$ cat src/sv/pdsp_pkg.sv
`timescale 1ns / 1ps
`default_nettype none
// ----------------------------------------------------------------------------
// Proper divisor sum package
// Shared constants and the sequencer state type for the aliquot sum unit.
// ----------------------------------------------------------------------------
package pdsp_pkg;

    // The divisor sum field is fixed at 36 bits and saturates at its maximum.
    localparam int unsigned SUM_WIDTH = 36;
    localparam logic [SUM_WIDTH-1:0] SUM_MAX = {SUM_WIDTH{1'b1}};

    // The result item's tdata is the divisor sum padded to whole bytes.
    localparam int unsigned OUT_TDATA_WIDTH = ((SUM_WIDTH + 7) / 8) * 8;

    // Sequencer states of the top level.
    typedef enum logic [2:0] {
        S_IDLE,
        S_TEST,
        S_DIV,
        S_ADD_D,
        S_ADD_Q,
        S_NEXT,
        S_ONE,
        S_ROOT
    } t_state;

    // The result item waits in the idle state until it is taken.
    localparam t_state S_OUT_FIRST = S_IDLE;

endpackage : pdsp_pkg
`default_nettype wire

$ cat src/sv/pdsp_divider.sv
`timescale 1ns / 1ps
`default_nettype none
// ----------------------------------------------------------------------------
// Shared restoring divider
// Divides the held number by the trial divisor, one quotient bit per cycle.
// ----------------------------------------------------------------------------
module pdsp_divider #(
    parameter int unsigned NUMBER_WIDTH = 32,
    parameter int unsigned DIVISOR_WIDTH = 17
) (
    input  wire                      i_clk,
    input  wire                      i_rst_n,
    input  wire                      i_start,
    input  wire [NUMBER_WIDTH-1:0]   i_dividend,
    input  wire [DIVISOR_WIDTH-1:0]  i_divisor,
    output logic                     o_done,
    output logic [NUMBER_WIDTH-1:0]  o_quotient,
    output logic                     o_rem_zero
);

    localparam int unsigned CW = $clog2(NUMBER_WIDTH + 1);

    logic [NUMBER_WIDTH-1:0]  r_quo, n_quo;
    logic [DIVISOR_WIDTH-1:0] r_rem, n_rem;
    logic [DIVISOR_WIDTH-1:0] r_div, n_div;
    logic [CW-1:0]            r_cnt, n_cnt;
    logic                     r_busy, n_busy;
    logic                     r_done, n_done;

    logic [DIVISOR_WIDTH:0]   rem_shift;
    logic [DIVISOR_WIDTH:0]   diff;

    // One restoring step: shift in the next dividend bit and try a subtract.
    always_comb begin
        rem_shift = {r_rem, r_quo[NUMBER_WIDTH-1]};
        diff      = rem_shift - {1'b0, r_div};
        n_quo     = r_quo;
        n_rem     = r_rem;
        n_div     = r_div;
        n_cnt     = r_cnt;
        n_busy    = r_busy;
        n_done    = 1'b0;
        if (i_start) begin
            n_quo  = i_dividend;
            n_rem  = '0;
            n_div  = i_divisor;
            n_cnt  = CW'(NUMBER_WIDTH);
            n_busy = 1'b1;
        end else if (r_busy) begin
            if (rem_shift >= {1'b0, r_div}) begin
                n_rem = diff[DIVISOR_WIDTH-1:0];
                n_quo = {r_quo[NUMBER_WIDTH-2:0], 1'b1};
            end else begin
                n_rem = rem_shift[DIVISOR_WIDTH-1:0];
                n_quo = {r_quo[NUMBER_WIDTH-2:0], 1'b0};
            end
            n_cnt = r_cnt - CW'(1);
            if (r_cnt == CW'(1)) begin
                n_busy = 1'b0;
                n_done = 1'b1;
            end
        end
    end

    // Control state is cleared by reset; the datapath needs none.
    always_ff @(posedge i_clk) begin
        if (!i_rst_n) begin
            r_busy <= 1'b0;
            r_done <= 1'b0;
            r_cnt  <= '0;
        end else begin
            r_busy <= n_busy;
            r_done <= n_done;
            r_cnt  <= n_cnt;
        end
    end

    always_ff @(posedge i_clk) begin
        r_quo <= n_quo;
        r_rem <= n_rem;
        r_div <= n_div;
    end

    assign o_done     = r_done;
    assign o_quotient = r_quo;
    assign o_rem_zero = (r_rem == '0);

endmodule : pdsp_divider
`default_nettype wire

$ cat src/sv/proper_divisor_sum_perfect_test_unit.sv
`timescale 1ns / 1ps
`default_nettype none
// ----------------------------------------------------------------------------
// Proper divisor sum and perfect number test
// Sums the proper divisors of a number by the paired-divisor method.
// ----------------------------------------------------------------------------
// The unit takes one number per item and returns its aliquot sum and a flag
// that is set when the number is perfect. Every trial divisor d with d*d below
// the number goes through a shared restoring divider that produces one
// quotient bit per cycle; when d divides the number, both d and the quotient
// are added to the sum. The numbers 0 and 1 skip the trials and return a
// zero sum. The unit is busy from the accepted item until its result item is
// taken at the output.
// ----------------------------------------------------------------------------
module proper_divisor_sum_perfect_test_unit #(
    parameter int unsigned NUMBER_WIDTH = 32
) (
    input  wire                                        i_clk,
    input  wire                                        i_rst_n,
    // Input item: number, zero padded to whole bytes.
    input  wire                                        s_axis_tvalid,
    output logic                                       s_axis_tready,
    input  wire [((NUMBER_WIDTH+7)/8)*8-1:0]           s_axis_tdata,
    // Result item: divisor_sum in tdata, zero padded; is_perfect in tuser.
    output logic                                       m_axis_tvalid,
    input  wire                                        m_axis_tready,
    output logic [pdsp_pkg::OUT_TDATA_WIDTH-1:0]       m_axis_tdata,
    output logic                                       m_axis_tuser
);

    localparam int unsigned DW  = (NUMBER_WIDTH + 1) / 2 + 1;
    localparam int unsigned SQW = NUMBER_WIDTH + 2;
    localparam int unsigned SW  = pdsp_pkg::SUM_WIDTH;
    localparam int unsigned AW  = ((NUMBER_WIDTH > SW) ? NUMBER_WIDTH : SW) + 1;

    pdsp_pkg::t_state          r_state, n_state;
    logic                      r_out_valid, n_out_valid;
    logic [NUMBER_WIDTH-1:0]   r_number, n_number;
    logic [DW-1:0]             r_trial, n_trial;
    logic [SQW-1:0]            r_square, n_square;
    logic [SW-1:0]             r_total, n_total;

    logic                      div_start;
    logic                      div_done;
    logic [NUMBER_WIDTH-1:0]   div_quo;
    logic                      div_rem_zero;

    logic [AW-1:0]             add_op;
    logic [AW-1:0]             add_sum;
    logic [SW-1:0]             sat_total;
    logic                      is_perfect;

    // Shared divider for every trial divisor.
    pdsp_divider #(
        .NUMBER_WIDTH  (NUMBER_WIDTH),
        .DIVISOR_WIDTH (DW)
    ) u_divider (
        .i_clk      (i_clk),
        .i_rst_n    (i_rst_n),
        .i_start    (div_start),
        .i_dividend (r_number),
        .i_divisor  (r_trial),
        .o_done     (div_done),
        .o_quotient (div_quo),
        .o_rem_zero (div_rem_zero)
    );

    // Saturating accumulator operand, chosen by the sequencer state.
    always_comb begin
        case (r_state)
            pdsp_pkg::S_ADD_D: add_op = AW'(r_trial);
            pdsp_pkg::S_ADD_Q: add_op = AW'(div_quo);
            pdsp_pkg::S_ONE:   add_op = AW'(1);
            pdsp_pkg::S_ROOT:  add_op = AW'(r_trial);
            default:           add_op = '0;
        endcase
        add_sum   = AW'(r_total) + add_op;
        sat_total = (add_sum > AW'(pdsp_pkg::SUM_MAX)) ? pdsp_pkg::SUM_MAX
                                                       : add_sum[SW-1:0];
    end

    // Sequencer: next state and datapath updates.
    always_comb begin
        n_state     = r_state;
        n_out_valid = r_out_valid;
        n_number    = r_number;
        n_trial     = r_trial;
        n_square    = r_square;
        n_total     = r_total;
        div_start   = 1'b0;
        case (r_state)
            pdsp_pkg::S_IDLE: begin
                if (r_out_valid) begin
                    if (m_axis_tready) begin
                        n_out_valid = 1'b0;
                    end
                end else if (s_axis_tvalid) begin
                    n_number = s_axis_tdata[NUMBER_WIDTH-1:0];
                    n_trial  = DW'(2);
                    n_square = SQW'(4);
                    n_total  = '0;
                    n_state  = pdsp_pkg::S_TEST;
                end
            end
            pdsp_pkg::S_TEST: begin
                if (r_number <= NUMBER_WIDTH'(1)) begin
                    n_out_valid = 1'b1;
                    n_state     = pdsp_pkg::S_OUT_FIRST;
                end else if (r_square < SQW'(r_number)) begin
                    div_start = 1'b1;
                    n_state   = pdsp_pkg::S_DIV;
                end else begin
                    n_state = pdsp_pkg::S_ONE;
                end
            end
            pdsp_pkg::S_DIV: begin
                if (div_done) begin
                    n_state = div_rem_zero ? pdsp_pkg::S_ADD_D : pdsp_pkg::S_NEXT;
                end
            end
            pdsp_pkg::S_ADD_D: begin
                n_total = sat_total;
                n_state = pdsp_pkg::S_ADD_Q;
            end
            pdsp_pkg::S_ADD_Q: begin
                n_total = sat_total;
                n_state = pdsp_pkg::S_NEXT;
            end
            pdsp_pkg::S_NEXT: begin
                // (d+1)^2 = d^2 + 2d + 1
                n_square = r_square + SQW'({r_trial, 1'b1});
                n_trial  = r_trial + DW'(1);
                n_state  = pdsp_pkg::S_TEST;
            end
            pdsp_pkg::S_ONE: begin
                n_total = sat_total;
                if (r_square == SQW'(r_number)) begin
                    n_state = pdsp_pkg::S_ROOT;
                end else begin
                    n_out_valid = 1'b1;
                    n_state     = pdsp_pkg::S_OUT_FIRST;
                end
            end
            pdsp_pkg::S_ROOT: begin
                n_total     = sat_total;
                n_out_valid = 1'b1;
                n_state     = pdsp_pkg::S_OUT_FIRST;
            end
            default: begin
                n_state = pdsp_pkg::S_IDLE;
            end
        endcase
    end

    // State register.
    always_ff @(posedge i_clk) begin
        if (!i_rst_n) begin
            r_state     <= pdsp_pkg::S_IDLE;
            r_out_valid <= 1'b0;
        end else begin
            r_state     <= n_state;
            r_out_valid <= n_out_valid;
        end
    end

    // Datapath registers.
    always_ff @(posedge i_clk) begin
        r_number <= n_number;
        r_trial  <= n_trial;
        r_square <= n_square;
        r_total  <= n_total;
    end

    // The number is perfect when it is nonzero and equals its divisor sum.
    assign is_perfect = (r_number != '0) && (AW'(r_number) == AW'(r_total));

    assign s_axis_tready = (r_state == pdsp_pkg::S_IDLE) && !r_out_valid;
    assign m_axis_tvalid = r_out_valid;
    assign m_axis_tdata  = pdsp_pkg::OUT_TDATA_WIDTH'(r_total);
    assign m_axis_tuser  = is_perfect;

endmodule : proper_divisor_sum_perfect_test_unit
`default_nettype wire

$ cat config.mk
export PLATFORM = sky130hd
export DESIGN_NAME = proper_divisor_sum_perfect_test_unit
export DESIGN_NICKNAME = d
export VERILOG_FILES = /design/src/sv/pdsp_pkg.sv /design/src/sv/pdsp_divider.sv /design/src/sv/proper_divisor_sum_perfect_test_unit.sv
export SDC_FILE = /design/constraint.sdc
export NUM_CORES = 1
export LEC_CHECK = 0
export BUFFER_PORTS_ARGS = -buffer_cell sky130_fd_sc_hd__buf_2
export CAP_MARGIN = 20
export CORE_MARGIN = 4
export CORE_UTILIZATION = 35
export DETAILED_ROUTE_END_ITERATION = 8
export GPL_ROUTABILITY_DRIVEN = 0
export PLACE_DENSITY = 0.63
export SYNTH_ARGS = -nofsm -noshare
export SYNTH_HDL_FRONTEND = slang
export SYNTH_SLANG_ARGS = --single-unit
$ cat constraint.sdc
create_clock -name i_clk -period 6.9 [get_ports i_clk]
set_input_delay 0.345 -clock i_clk [delete_from_list [all_inputs] [get_ports i_clk]]
set_output_delay 0.345 -clock i_clk [all_outputs]
set_load 0.02 [all_outputs]
==> metrics.txt, run 1 <==
# TYPE chip_impl_metric gauge
chip_impl_info{name="result_of_the_run",value="complete, no violations"} 1
chip_impl_metric{name="total_congestion_overflow_after_global_routing",unit=""} 0
chip_impl_metric{name="post_cts_hold_buffer_count",unit=""} 0
chip_impl_metric{name="cts.sink_count",unit=""} 197
chip_impl_metric{name="synth-compound-area-share",unit="%"} 19.5
chip_impl_metric{name="post_synth_mux_area_share",unit="%"} 0.307
chip_impl_info{name="worstSetupStartpointType",value="flop"} 1
chip_impl_info{name="most_instantiated_library_cell_after_synthesis",value="edfxtp_1"} 1
chip_impl_metric{name="worst_ep_arrival_time",unit="ns"} 4.56
chip_impl_info{name="synth_flop_cell",value="edfxtp_1"} 1
chip_impl_info{name="rr_endpoint",value="r_total[17]$_SDFFCE_PP0P_"} 1
chip_impl_metric{name="h-tree-depth",unit=""} 4
chip_impl_info{name="holdCritPathClass",value="in -> reg"} 1
chip_impl_metric{name="grtUsageMet3",unit="%"} 3.51
chip_impl_metric{name="finalClockSkew",unit="ns"} 0.0144
chip_impl_metric{name="post-dp-hpwl",unit="um"} 27600
chip_impl_metric{name="numCtsBuffers",unit=""} 17
chip_impl_metric{name="final_period_minus_worst_setup_slack",unit="ns"} 4.35
chip_impl_metric{name="synth_xor_area_share",unit="%"} 6.79
chip_impl_metric{name="cts_buffer_depth",unit=""} 2
chip_impl_metric{name="first_global_vias",unit=""} 10073
chip_impl_metric{name="detail_route.vias_per_cell",unit=""} 5.77
chip_impl_metric{name="timing_limited_maximum_frequency",unit="MHz"} 230
chip_impl_metric{name="power.density_cell_area",unit="mW/mm2"} 286
chip_impl_metric{name="final_setup_fails",unit=""} 0
chip_impl_metric{name="ios",unit=""} 79
chip_impl_info{name="critPathKind",value="reg -> reg"} 1
chip_impl_info{name="worst_path_max_delay_cell",value="and2_1"} 1
chip_impl_metric{name="drv_slew",unit=""} 0
chip_impl_metric{name="antenna_found_initial",unit=""} 0
chip_impl_metric{name="worstMarginPinSlew",unit="ns"} 0.819
chip_impl_metric{name="placement.setup.worst_slack",unit="ns"} 2.63
chip_impl_metric{name="groute.layer.met1.usage",unit="%"} 26.3
chip_impl_metric{name="critical-path-max-stage-delay",unit="ns"} 0.64
chip_impl_metric{name="post-route-drc-count",unit=""} 0
chip_impl_info{name="cts_root_buffer",value="clkbuf_16"} 1
chip_impl_metric{name="setup_ws",unit="ns"} 2.55
chip_impl_metric{name="antenna-diode-count",unit=""} 0
chip_impl_metric{name="grt_pass1_wl",unit="um"} 57900
chip_impl_metric{name="drv_cap",unit=""} 0
chip_impl_metric{name="fp.coreArea",unit="mm2"} 0.0367
chip_impl_metric{name="worst-path-max-fanout",unit=""} 21
chip_impl_metric{name="grt_start_max_net_pins",unit=""} 86
chip_impl_info{name="worstSetupEndpoint",value="r_total[17]$_SDFFCE_PP0P_"} 1
chip_impl_info{name="synth_largest_area_cell",value="edfxtp_1"} 1
chip_impl_metric{name="synthDistinctLibCells",unit=""} 80
chip_impl_info{name="synth_top_family_by_area",value="compound AO/OA/AOI/OAI gates"} 1
chip_impl_metric{name="postSynthAreaPerCell",unit="um2"} 9.78
chip_impl_info{name="grt_setup_unrepaired",value="false"} 1
chip_impl_metric{name="drt_first_iter_violations",unit=""} 879
chip_impl_metric{name="post_synth_inst_count",unit=""} 1331
chip_impl_info{name="tritoncts_clock_tree",value="yes"} 1
chip_impl_metric{name="area_growth_syn_to_layout",unit="%"} 10.8
chip_impl_metric{name="yosysWarnings",unit=""} 0
chip_impl_metric{name="clk-insertion-delay-late",unit="ns"} 0.46
chip_impl_metric{name="synthesis.area",unit="mm2"} 0.0130
chip_impl_metric{name="p_total",unit="mW"} 4.13
chip_impl_metric{name="max-slew-margin-rel",unit="%"} 44.9
chip_impl_metric{name="synth_enable_flop_cells",unit=""} 168
chip_impl_metric{name="initial_utilization",unit="%"} 35.5
chip_impl_metric{name="ys_seq_elements",unit=""} 197
chip_impl_metric{name="detail_route.wl_per_cell",unit="um"} 19.9
chip_impl_metric{name="totalNegativeSetupSlack",unit="ns"} 0
chip_impl_metric{name="rr_worst_depth",unit=""} 12
chip_impl_metric{name="cts_setup_buffers",unit=""} 0
chip_impl_info{name="critical_path.reg2reg.startpoint",value="r_state[0]$_SDFFE_PN0P_"} 1
chip_impl_metric{name="dpl_cell_area",unit="mm2"} 0.0138
chip_impl_metric{name="finish.instance_area",unit="mm2"} 0.0144
chip_impl_metric{name="gates_resized_cts_repair",unit=""} 0
chip_impl_metric{name="drt_wl_total",unit="um"} 37000
chip_impl_metric{name="port-buffer-count",unit=""} 74
chip_impl_info{name="min_from",value="s_axis_tdata[0]"} 1
chip_impl_metric{name="synth_top_area_share",unit="%"} 38.7
chip_impl_metric{name="clk_pin_slew",unit="ns"} 0.08
chip_impl_metric{name="routed-via-count",unit=""} 10742
chip_impl_info{name="crit_path_cell_trace",value="and2_1 -> a22o_1 -> ha_1 -> nor2b_1 -> o31a_1 -> o311a_1 -> o31ai_2 -> a2111oi_2 -> o21ai_2 -> buf_4 -> o21a_1 -> nor2_1"} 1
chip_impl_metric{name="design.final.nets",unit=""} 1520
chip_impl_metric{name="core.rowCount",unit=""} 70
chip_impl_metric{name="finalHoldViolations",unit=""} 0
chip_impl_metric{name="synth_sequential_area_ratio",unit="%"} 43.2
chip_impl_metric{name="vdd_drop_max",unit="mV"} 0.165
chip_impl_metric{name="drive_above_1_share",unit="%"} 10.7
chip_impl_metric{name="floorplan.die_area",unit="mm2"} 0.0404
chip_impl_info{name="crit_start",value="r_state[0]$_SDFFE_PN0P_"} 1
chip_impl_metric{name="synth_async_sr_flop_share",unit="%"} 0
chip_impl_metric{name="post_synth_fa_ha_maj_area_fraction",unit="%"} 10.2
chip_impl_metric{name="fp.dieH",unit="um"} 201
chip_impl_metric{name="required_worst_endpoint",unit="ns"} 7.11
chip_impl_metric{name="setup_slack_reg_to_reg",unit="ns"} 2.55
chip_impl_metric{name="final.fill_count",unit=""} 3583
chip_impl_metric{name="synthSimpleGateAreaFrac",unit="%"} 15.7
chip_impl_info{name="end_kind",value="flop"} 1
chip_impl_info{name="netlist_top_cells_area",value="edfxtp_1 (39%), ha_1 (9.7%), xor2_1 (4.7%)"} 1
chip_impl_info{name="netlist_top_cells_count",value="edfxtp_1 (168), ha_1 (101), a21oi_1 (95)"} 1
chip_impl_metric{name="grt_use_met2",unit="%"} 26.9
chip_impl_metric{name="ratio_of_final_minimum_period_to_clock_period",unit="%"} 63.0
chip_impl_info{name="grt_most_used_layer",value="met2"} 1
chip_impl_metric{name="drt_first_pass_iters",unit=""} 5
chip_impl_metric{name="die_w",unit="um"} 201
chip_impl_metric{name="leakage",unit="nW"} 5.79
chip_impl_metric{name="track_usage",unit="%"} 18.0
chip_impl_metric{name="drtAntennaViolNets",unit=""} 0
critical path: cells and delay by family (launching register included):
kind                     cells  cell delay (ns)
buffers and inverters        1             0.37
adder cells (fa/ha/maj)      1             0.26
AND/OR/NAND/NOR              3             0.84
flip-flops                   1             0.52
AO/OA/AOI/OAI                7             2.10
power by group:
part / switching (mW) / internal (mW)
combinational: 0.815 / 0.522
sequential: 0.242 / 1.50
clock: 0.498 / 0.547
cells in the final DEF (no fill, tap or decap), types with 15 or more instances in the layout:
cell type  netlist  routed
edfxtp_1       168     168
ha_1           101     101
a21oi_1         95      95
o21ai_0         93      93
nor2_1          91      90
nand2_1         90      89
inv_1           78      78
buf_2            9      74
xor2_1          70      70
nand3_1         48      48
and3_1          34      34
xnor2_1         31      31
a21o_1          30      30
dfxtp_1         29      29
nor4_1          25      25
nor3_1          24      24
a31oi_1         24      24
nand4_1         22      22
o21a_1          19      19
a211oi_1        17      17
clkbuf_16        0      17
a22o_1          15      15
state kept, by name, summed over array words and instances (netlist names), 3 cells and up:
name and count:
u_divider.r_rem 17, r_trial 17, u_divider.r_cnt 6, r_state 3, u_divider.r_div 17, r_square 34, r_total 36, r_number 32
u_divider.o_quotient 32
layout make-up:
cell class	instances	area (um2)	share of cell area, %
clock buffers	18	429	2.98
clock inverters	14	165	1.15
inverters	78	293	2.03
multi-input cells	999	6850	47.5
flip-flops and latches	197	5630	39.0
well taps	468	586	4.06
repair buffers	87	472	3.27
logic make-up (layout without fill, tap and decap cells):
group | Yosys count | in the layout
AO/OA/AOI/OAI | 381 | 381
multiplexers | 4 | 4
adder cells (fa/ha/maj) | 104 | 104
other | 1 | 4
AND/OR/NAND/NOR | 405 | 405
XOR/XNOR | 101 | 101
buffers and inverters | 138 | 197
flip-flops | 197 | 197
stage by stage:
step	hold slack [ns]	util, %	std cells
2_1_floorplan	0.444	-	1334
3_3_place_gp	0.485	37.7	1828
3_5_place_dp	0.492	37.7	1828
4_1_cts	0.0363	39.3	1860
5_1_grt	0.0401	39.3	1861
6_report	0.0506	39.3	1861
worst min-delay path by stage:
| stage | end | slack [ns] | depth (start not counted) |
|---|---|---|---|
| 3_5_place_dp | u_divider.r_busy$_SDFF_PN0_ | 0.49 | 2 |
| 4_1_cts | r_number[0]$_DFFE_PP_ | 0.04 | 1 |
| 2_1_floorplan | r_number[0]$_DFFE_PP_ | 0.44 | 0 |
| 5_1_grt | r_number[0]$_DFFE_PP_ | 0.04 | 1 |
| 6_report | r_number[0]$_DFFE_PP_ | 0.05 | 1 |
| 3_3_place_gp | u_divider.r_cnt[1]$_SDFFE_PP0P_ | 0.49 | 2 |
per-layer routing:
layer  up-vias  wire (um)  share of wire [%]
li1       5063          -                  -
met1      5193      17300                 47
met2       421      15800                 43
met3        65       2830                7.7
met4         0       1030                2.8
met5         -          0                  0
Power figures use the tool's default switching activity.
==> run 2: changes to the inputs <==
- clock period: 6.9 -> 4.2 ns (I/O delays scaled with it)
==> metrics.txt, run 2 (synthesis results as in run 1) <==
# TYPE chip_impl_metric gauge
chip_impl_metric{name="finalHoldViolations",unit=""} 0
chip_impl_metric{name="drtAntennaViolNets",unit=""} 0
chip_impl_metric{name="grt_start_max_net_pins",unit=""} 48
chip_impl_metric{name="clk_pin_slew",unit="ns"} 0.08
chip_impl_metric{name="drt_first_iter_violations",unit=""} 866
chip_impl_metric{name="floorplan.die_area",unit="mm2"} 0.0404
chip_impl_metric{name="setup_ws",unit="ns"} 0.305
chip_impl_metric{name="drv_slew",unit=""} 0
chip_impl_metric{name="h-tree-depth",unit=""} 4
chip_impl_metric{name="initial_utilization",unit="%"} 35.5
chip_impl_metric{name="port-buffer-count",unit=""} 74
chip_impl_info{name="holdCritPathClass",value="in -> reg"} 1
chip_impl_metric{name="clk-insertion-delay-late",unit="ns"} 0.46
chip_impl_metric{name="ios",unit=""} 79
chip_impl_metric{name="cts_setup_buffers",unit=""} 0
chip_impl_metric{name="max-slew-margin-rel",unit="%"} 48.1
chip_impl_metric{name="final_setup_fails",unit=""} 0
chip_impl_metric{name="total_congestion_overflow_after_global_routing",unit=""} 0
chip_impl_metric{name="detail_route.vias_per_cell",unit=""} 5.67
chip_impl_info{name="worstSetupStartpointType",value="flop"} 1
chip_impl_info{name="result_of_the_run",value="complete, no violations"} 1
chip_impl_metric{name="number_of_flip_flops_in_the_largest_register",unit=""} 36
chip_impl_metric{name="antenna_found_initial",unit=""} 0
chip_impl_info{name="critPathKind",value="reg -> reg"} 1
chip_impl_metric{name="final_period_minus_worst_setup_slack",unit="ns"} 3.90
chip_impl_metric{name="core.rowCount",unit=""} 70
chip_impl_metric{name="worst-path-max-fanout",unit=""} 18
chip_impl_info{name="grt_most_used_layer",value="met2"} 1
chip_impl_metric{name="multi_input_area",unit="mm2"} 0.00685
chip_impl_info{name="grt_setup_unrepaired",value="false"} 1
chip_impl_metric{name="track_usage",unit="%"} 18.1
chip_impl_metric{name="first_global_vias",unit=""} 10242
chip_impl_metric{name="post-dp-hpwl",unit="um"} 28000
chip_impl_metric{name="power.density_cell_area",unit="mW/mm2"} 457
chip_impl_metric{name="vdd_drop_max",unit="mV"} 0.338
chip_impl_metric{name="required_worst_endpoint",unit="ns"} 4.40
chip_impl_info{name="cts_root_buffer",value="clkbuf_16"} 1
chip_impl_metric{name="cts.sink_count",unit=""} 197
chip_impl_metric{name="grtUsageMet3",unit="%"} 3.33
chip_impl_metric{name="routed-via-count",unit=""} 10781
chip_impl_metric{name="drive_above_1_share",unit="%"} 11.2
chip_impl_metric{name="detail_route.wl_per_cell",unit="um"} 19.5
chip_impl_metric{name="fp.coreArea",unit="mm2"} 0.0367
chip_impl_metric{name="drt_wl_total",unit="um"} 37100
chip_impl_metric{name="post_cts_hold_buffer_count",unit=""} 32
chip_impl_info{name="tritoncts_clock_tree",value="yes"} 1
chip_impl_metric{name="ratio_of_final_minimum_period_to_clock_period",unit="%"} 92.7
chip_impl_metric{name="finalClockSkew",unit="ns"} 0.0166
chip_impl_metric{name="groute.layer.met1.usage",unit="%"} 25.4
chip_impl_metric{name="fp.dieH",unit="um"} 201
chip_impl_metric{name="worstMarginPinSlew",unit="ns"} 0.772
chip_impl_metric{name="area_growth_syn_to_layout",unit="%"} 13.9
chip_impl_metric{name="drv_cap",unit=""} 0
chip_impl_info{name="final_cell_mix",value="edfxtp_1 (168), ha_1 (101), a21oi_1 (95), o21ai_0 (93), nor2_1 (90)"} 1
chip_impl_metric{name="numCtsBuffers",unit=""} 17
chip_impl_metric{name="die_w",unit="um"} 201
chip_impl_metric{name="gates_resized_cts_repair",unit=""} 0
chip_impl_metric{name="drt_first_pass_iters",unit=""} 5
chip_impl_metric{name="grt_use_met2",unit="%"} 28.8
chip_impl_metric{name="worst_ep_arrival_time",unit="ns"} 4.09
chip_impl_metric{name="final.fill_count",unit=""} 3562
chip_impl_info{name="largest_registers",value="r_total x36, r_square x34"} 1
chip_impl_info{name="regMostFlops",value="r_total"} 1
chip_impl_metric{name="placement.setup.worst_slack",unit="ns"} 0.487
chip_impl_metric{name="totalNegativeSetupSlack",unit="ns"} 0
chip_impl_metric{name="leakage",unit="nW"} 5.98
chip_impl_info{name="end_kind",value="flop"} 1
chip_impl_metric{name="design.final.nets",unit=""} 1561
chip_impl_metric{name="seqCellArea",unit="mm2"} 0.00563
chip_impl_metric{name="antenna-diode-count",unit=""} 0
chip_impl_metric{name="grt_pass1_wl",unit="um"} 58200
chip_impl_metric{name="timing_limited_maximum_frequency",unit="MHz"} 257
chip_impl_info{name="layout.cells.most_common",value="edfxtp_1"} 1
chip_impl_metric{name="cts_buffer_depth",unit=""} 2
chip_impl_metric{name="post-route-drc-count",unit=""} 0
chip_impl_metric{name="p_total",unit="mW"} 6.77
==> run 2: layout make-up <==
type	count	area share, %
clock buffers	21	3.39
clock inverters	11	0.717
inverters	78	1.97
multi-input cells	999	46.2
repair buffers	128	5.85
well taps	468	3.95
flip-flops and latches	197	37.9
==> run 2: power by group <==
part / switching (mW) / internal [mW] / total, mW
Clock: 0.824 / 0.883 / 1.71
Combinational: 1.33 / 0.882 / 2.21
Sequential: 0.388 / 2.47 / 2.85
Total: 2.54 / 4.23 / 6.78
==> run 2: critical path: stages, from the launching register on <==
cell,delay [ns]
dfxtp_1,0.42
and2_1,0.22
buf_4,0.20
a22oi_1,0.32
inv_1,0.08
ha_1,0.30
a211oi_1,0.44
o21ai_1,0.20
a31oi_1,0.28
nand2_1,0.19
a2111oi_4,0.55
o21ai_1,0.16
a21oi_1,0.21
nor3_2,0.05
==> run 2: per-layer routing <==
layer | share of wire, % | up-vias
met5 | 0 | -
met4 | 1.9 | 0
met3 | 6.2 | 46
met2 | 45 | 360
met1 | 47 | 5227
li1 | - | 5148
==> run 2: worst paths after layout <==
check	startpoint	end	slack, ns	cells after the start
setup reg to reg	r_state[1]$_SDFFE_PN0P_	r_total[33]$_SDFFCE_PP0P_	0.30	13
hold / removal	i_rst_n	m_axis_tvalid$_SDFFE_PN0P_	0.06	3
setup / recovery	r_state[1]$_SDFFE_PN0P_	r_total[33]$_SDFFCE_PP0P_	0.30	13
hold reg to reg	u_divider.r_cnt[1]$_SDFFE_PP0P_	u_divider.r_cnt[1]$_SDFFE_PP0P_	0.50	2
==> run 2: stage by stage <==
step | util (%) | instance area (um2) | instances | hold WS (ns)
floorplan | - | 13000 | 1334 | 0.309
global placement | 37.9 | 13900 | 1838 | 0.390
detailed placement | 37.9 | 13900 | 1838 | 0.388
CTS | 40.4 | 14800 | 1902 | 0.0368
global route | 40.4 | 14800 | 1902 | 0.0524
finish | 40.4 | 14800 | 1902 | 0.0599
==> run 3: changes to the inputs <==
- BUFFER_PORTS_ARGS: -buffer_cell sky130_fd_sc_hd__buf_2 -> -buffer_cell sky130_fd_sc_hd__buf_4
- PLACE_DENSITY: 0.63 -> unset
- PLACE_DENSITY_LB_ADDON: unset -> 0.1
==> metrics.txt, run 3 (synthesis results as in run 1) <==
# TYPE chip_impl_metric gauge
chip_impl_info{name="result_of_the_run",value="complete, no violations"} 1
chip_impl_metric{name="track_usage",unit="%"} 19.3
chip_impl_info{name="cts_root_buffer",value="clkbuf_16"} 1
chip_impl_metric{name="rr_worst_depth",unit=""} 13
chip_impl_metric{name="leakage",unit="nW"} 6.07
chip_impl_metric{name="setup_slack_reg_to_reg",unit="ns"} 0.35
chip_impl_metric{name="clk-insertion-delay-late",unit="ns"} 0.45
chip_impl_metric{name="core.rowCount",unit=""} 70
chip_impl_info{name="rr_endpoint",value="r_total[32]$_SDFFCE_PP0P_"} 1
chip_impl_metric{name="finalClockSkew",unit="ns"} 0.0148
chip_impl_metric{name="post-dp-hpwl",unit="um"} 30300
chip_impl_metric{name="drt_wl_total",unit="um"} 39700
chip_impl_metric{name="finish.instance_area",unit="mm2"} 0.0151
chip_impl_metric{name="finalHoldViolations",unit=""} 0
chip_impl_metric{name="cts_buffer_depth",unit=""} 2
chip_impl_metric{name="worst-path-max-fanout",unit=""} 16
chip_impl_metric{name="setup_ws",unit="ns"} 0.352
chip_impl_metric{name="critical-path-max-stage-delay",unit="ns"} 0.43
chip_impl_metric{name="cts.sink_count",unit=""} 197
chip_impl_info{name="crit_path_cell_trace",value="buf_4 -> and2_1 -> buf_4 -> a22o_1 -> ha_1 -> a211oi_1 -> nor2_1 -> o41a_1 -> o31ai_2 -> a21oi_1 -> a311oi_2 -> mux2i_1 -> nor2_1"} 1
chip_impl_metric{name="number_of_cells_after_detailed_placement",unit=""} 1848
chip_impl_info{name="critPathKind",value="reg -> reg"} 1
chip_impl_metric{name="first_global_vias",unit=""} 9901
chip_impl_metric{name="port-buffer-count",unit=""} 74
chip_impl_info{name="worst_path_max_delay_cell",value="o31ai_2"} 1
chip_impl_metric{name="ratio_of_final_minimum_period_to_clock_period",unit="%"} 91.6
chip_impl_metric{name="drtAntennaViolNets",unit=""} 0
chip_impl_metric{name="worst_ep_arrival_time",unit="ns"} 4.03
chip_impl_metric{name="final_setup_fails",unit=""} 0
chip_impl_metric{name="drive_above_1_share",unit="%"} 11.6
chip_impl_info{name="end_kind",value="flop"} 1
chip_impl_info{name="min_from",value="i_rst_n"} 1
chip_impl_metric{name="worstMarginPinSlew",unit="ns"} 0.938
chip_impl_metric{name="power.density_cell_area",unit="mW/mm2"} 453
chip_impl_metric{name="grt_pass1_wl",unit="um"} 60700
chip_impl_metric{name="ios",unit=""} 79
chip_impl_metric{name="dpl_cell_area",unit="mm2"} 0.0142
chip_impl_metric{name="timing_limited_maximum_frequency",unit="MHz"} 260
chip_impl_metric{name="post-route-drc-count",unit=""} 0
chip_impl_metric{name="required_worst_endpoint",unit="ns"} 4.39
chip_impl_metric{name="multi_input_area",unit="mm2"} 0.00687
chip_impl_info{name="critPathTopFamily",value="compound AO/OA/AOI/OAI gates"} 1
chip_impl_metric{name="numCtsBuffers",unit=""} 17
chip_impl_metric{name="drt_first_pass_iters",unit=""} 5
chip_impl_metric{name="area_growth_syn_to_layout",unit="%"} 15.9
chip_impl_metric{name="antenna_found_initial",unit=""} 0
chip_impl_metric{name="whs_path_depth",unit=""} 3
chip_impl_info{name="critical_path.reg2reg.startpoint",value="r_state[1]$_SDFFE_PN0P_"} 1
chip_impl_info{name="regMostFlops",value="r_total"} 1
chip_impl_info{name="grt_setup_unrepaired",value="false"} 1
chip_impl_metric{name="fp.dieH",unit="um"} 201
chip_impl_metric{name="final_cells",unit=""} 1912
chip_impl_metric{name="grt_start_max_net_pins",unit=""} 53
chip_impl_metric{name="clk_pin_slew",unit="ns"} 0.08
chip_impl_metric{name="detail_route.wl_per_cell",unit="um"} 20.8
chip_impl_metric{name="h-tree-depth",unit=""} 4
chip_impl_metric{name="antenna-diode-count",unit=""} 0
chip_impl_metric{name="initial_utilization",unit="%"} 35.5
chip_impl_metric{name="number_of_flip_flops_in_the_largest_register",unit=""} 36
chip_impl_metric{name="p_total",unit="mW"} 6.84
chip_impl_metric{name="vdd_drop_max",unit="mV"} 0.301
chip_impl_info{name="tritoncts_clock_tree",value="yes"} 1
chip_impl_metric{name="design.final.nets",unit=""} 1571
chip_impl_info{name="min_to",value="m_axis_tvalid$_SDFFE_PN0P_"} 1
chip_impl_metric{name="detail_route.vias_per_cell",unit=""} 5.48
chip_impl_metric{name="drt_first_iter_violations",unit=""} 658
chip_impl_metric{name="drv_slew",unit=""} 0
chip_impl_info{name="holdCritPathClass",value="in -> reg"} 1
chip_impl_metric{name="die_w",unit="um"} 201
chip_impl_metric{name="drv_cap",unit=""} 0
chip_impl_metric{name="routed-via-count",unit=""} 10483
chip_impl_info{name="worstSetupStartpointType",value="flop"} 1
chip_impl_metric{name="max-slew-margin-rel",unit="%"} 36.9
chip_impl_metric{name="final_period_minus_worst_setup_slack",unit="ns"} 3.85
chip_impl_metric{name="final.fill_count",unit=""} 3634
chip_impl_metric{name="critPathBufInv",unit=""} 2
chip_impl_metric{name="seqCellArea",unit="mm2"} 0.00563
chip_impl_info{name="final_cell_mix",value="edfxtp_1 (168), buf_4 (104), ha_1 (101), a21oi_1 (95), o21ai_0 (93)"} 1
chip_impl_metric{name="placement.setup.worst_slack",unit="ns"} -0.0180
chip_impl_metric{name="floorplan.die_area",unit="mm2"} 0.0404
chip_impl_metric{name="hold_ws",unit="ns"} 0.0662
chip_impl_metric{name="total_congestion_overflow_after_global_routing",unit=""} 0
chip_impl_info{name="layout.cells.most_common",value="edfxtp_1"} 1
chip_impl_info{name="largest_registers",value="r_total x36, r_square x34"} 1
chip_impl_metric{name="fp.coreArea",unit="mm2"} 0.0367
## run 3: changes by cell type in the layout (fill, tap and decap cells not counted), moves of 3 or more
| cell | before | now |
|---|---|---|
| inv_4 | 0 | 3 |
| buf_4 | 21 | 104 |
| clkbuf_1 | 0 | 4 |
| buf_2 | 74 | 0 |
| clkinv_4 | 6 | 1 |
## run 3: layout make-up
type / instances / share of cell area (%)
inverter: 78 / 1.94
tap: 468 / 3.88
clock buffer: 25 / 3.51
clock inverter: 7 / 0.356
multi-input combinational: 999 / 45.5
timing repair buffer: 138 / 7.56
sequential: 197 / 37.3
## run 3: metrics by stage
stage,setup TNS [ns],utilization [%]
after global placement,0,38.6
final,0,41.1
after detailed placement,-0.0180,38.6
after floorplan,0,-
after global routing,0,41.1
after CTS,0,41.1
## run 3: how the worst max path moves through the flow
stage / cells after the start / from / to
6_report: 13 / r_state[1]$_SDFFE_PN0P_ / r_total[32]$_SDFFCE_PP0P_
5_1_grt: 13 / r_state[1]$_SDFFE_PN0P_ / r_total[35]$_SDFFCE_PP0P_
4_1_cts: 12 / r_state[2]$_SDFFE_PN0P_ / r_total[32]$_SDFFCE_PP0P_
3_3_place_gp: 12 / r_state[0]$_SDFFE_PN0P_ / r_total[32]$_SDFFCE_PP0P_
3_5_place_dp: 13 / r_state[0]$_SDFFE_PN0P_ / r_total[35]$_SDFFCE_PP0P_
2_1_floorplan: 17 / r_state[0]$_SDFFE_PN0P_ / r_total[33]$_SDFFCE_PP0P_
## run 3: worst register-to-register path, delay by kind of cell, from the launching register on
| kind | cells | cell delay, ns |
|---|---|---|
| AOI/OAI and AO/OA | 6 | 1.91 |
| buffers and inverters | 2 | 0.39 |
| adders and majority gates | 1 | 0.37 |
| and+or+nand+nor | 3 | 0.35 |
| DFF | 1 | 0.33 |
| muxes | 1 | 0.23 |
## run 3: layer usage
metal / routed length [um] / vias up / global-route usage (%) / share of wire [%]
met5: 0 / - / 0 / 0
met4: 811 / 0 / 5.43 / 2.0
met3: 1500 / 41 / 2.16 / 3.8
met2: 16400 / 242 / 27.5 / 41
met1: 21000 / 5035 / 30.5 / 53
li1: - / 5165 / - / -
## run 3: what timing repair did
action / 4_1_cts / 5_1_grt
buffers inserted: 0 / 0
hold buffers: 32 / 0
gates resized for setup: 1 / 1
pin swaps: 0 / 0
endpoints found under the hold margin: 32 / 0
endpoints found under the setup margin: 3 / 1
## run 3: where the power goes
part           switching [mW]  internal, mW  total [mW]  leakage (nW)
Combinational            1.39         0.939        2.33          3.94
Sequential              0.372          2.47        2.84          1.84
Clock                   0.782         0.891        1.67         0.289
Total                    2.54          4.30        6.84          6.07
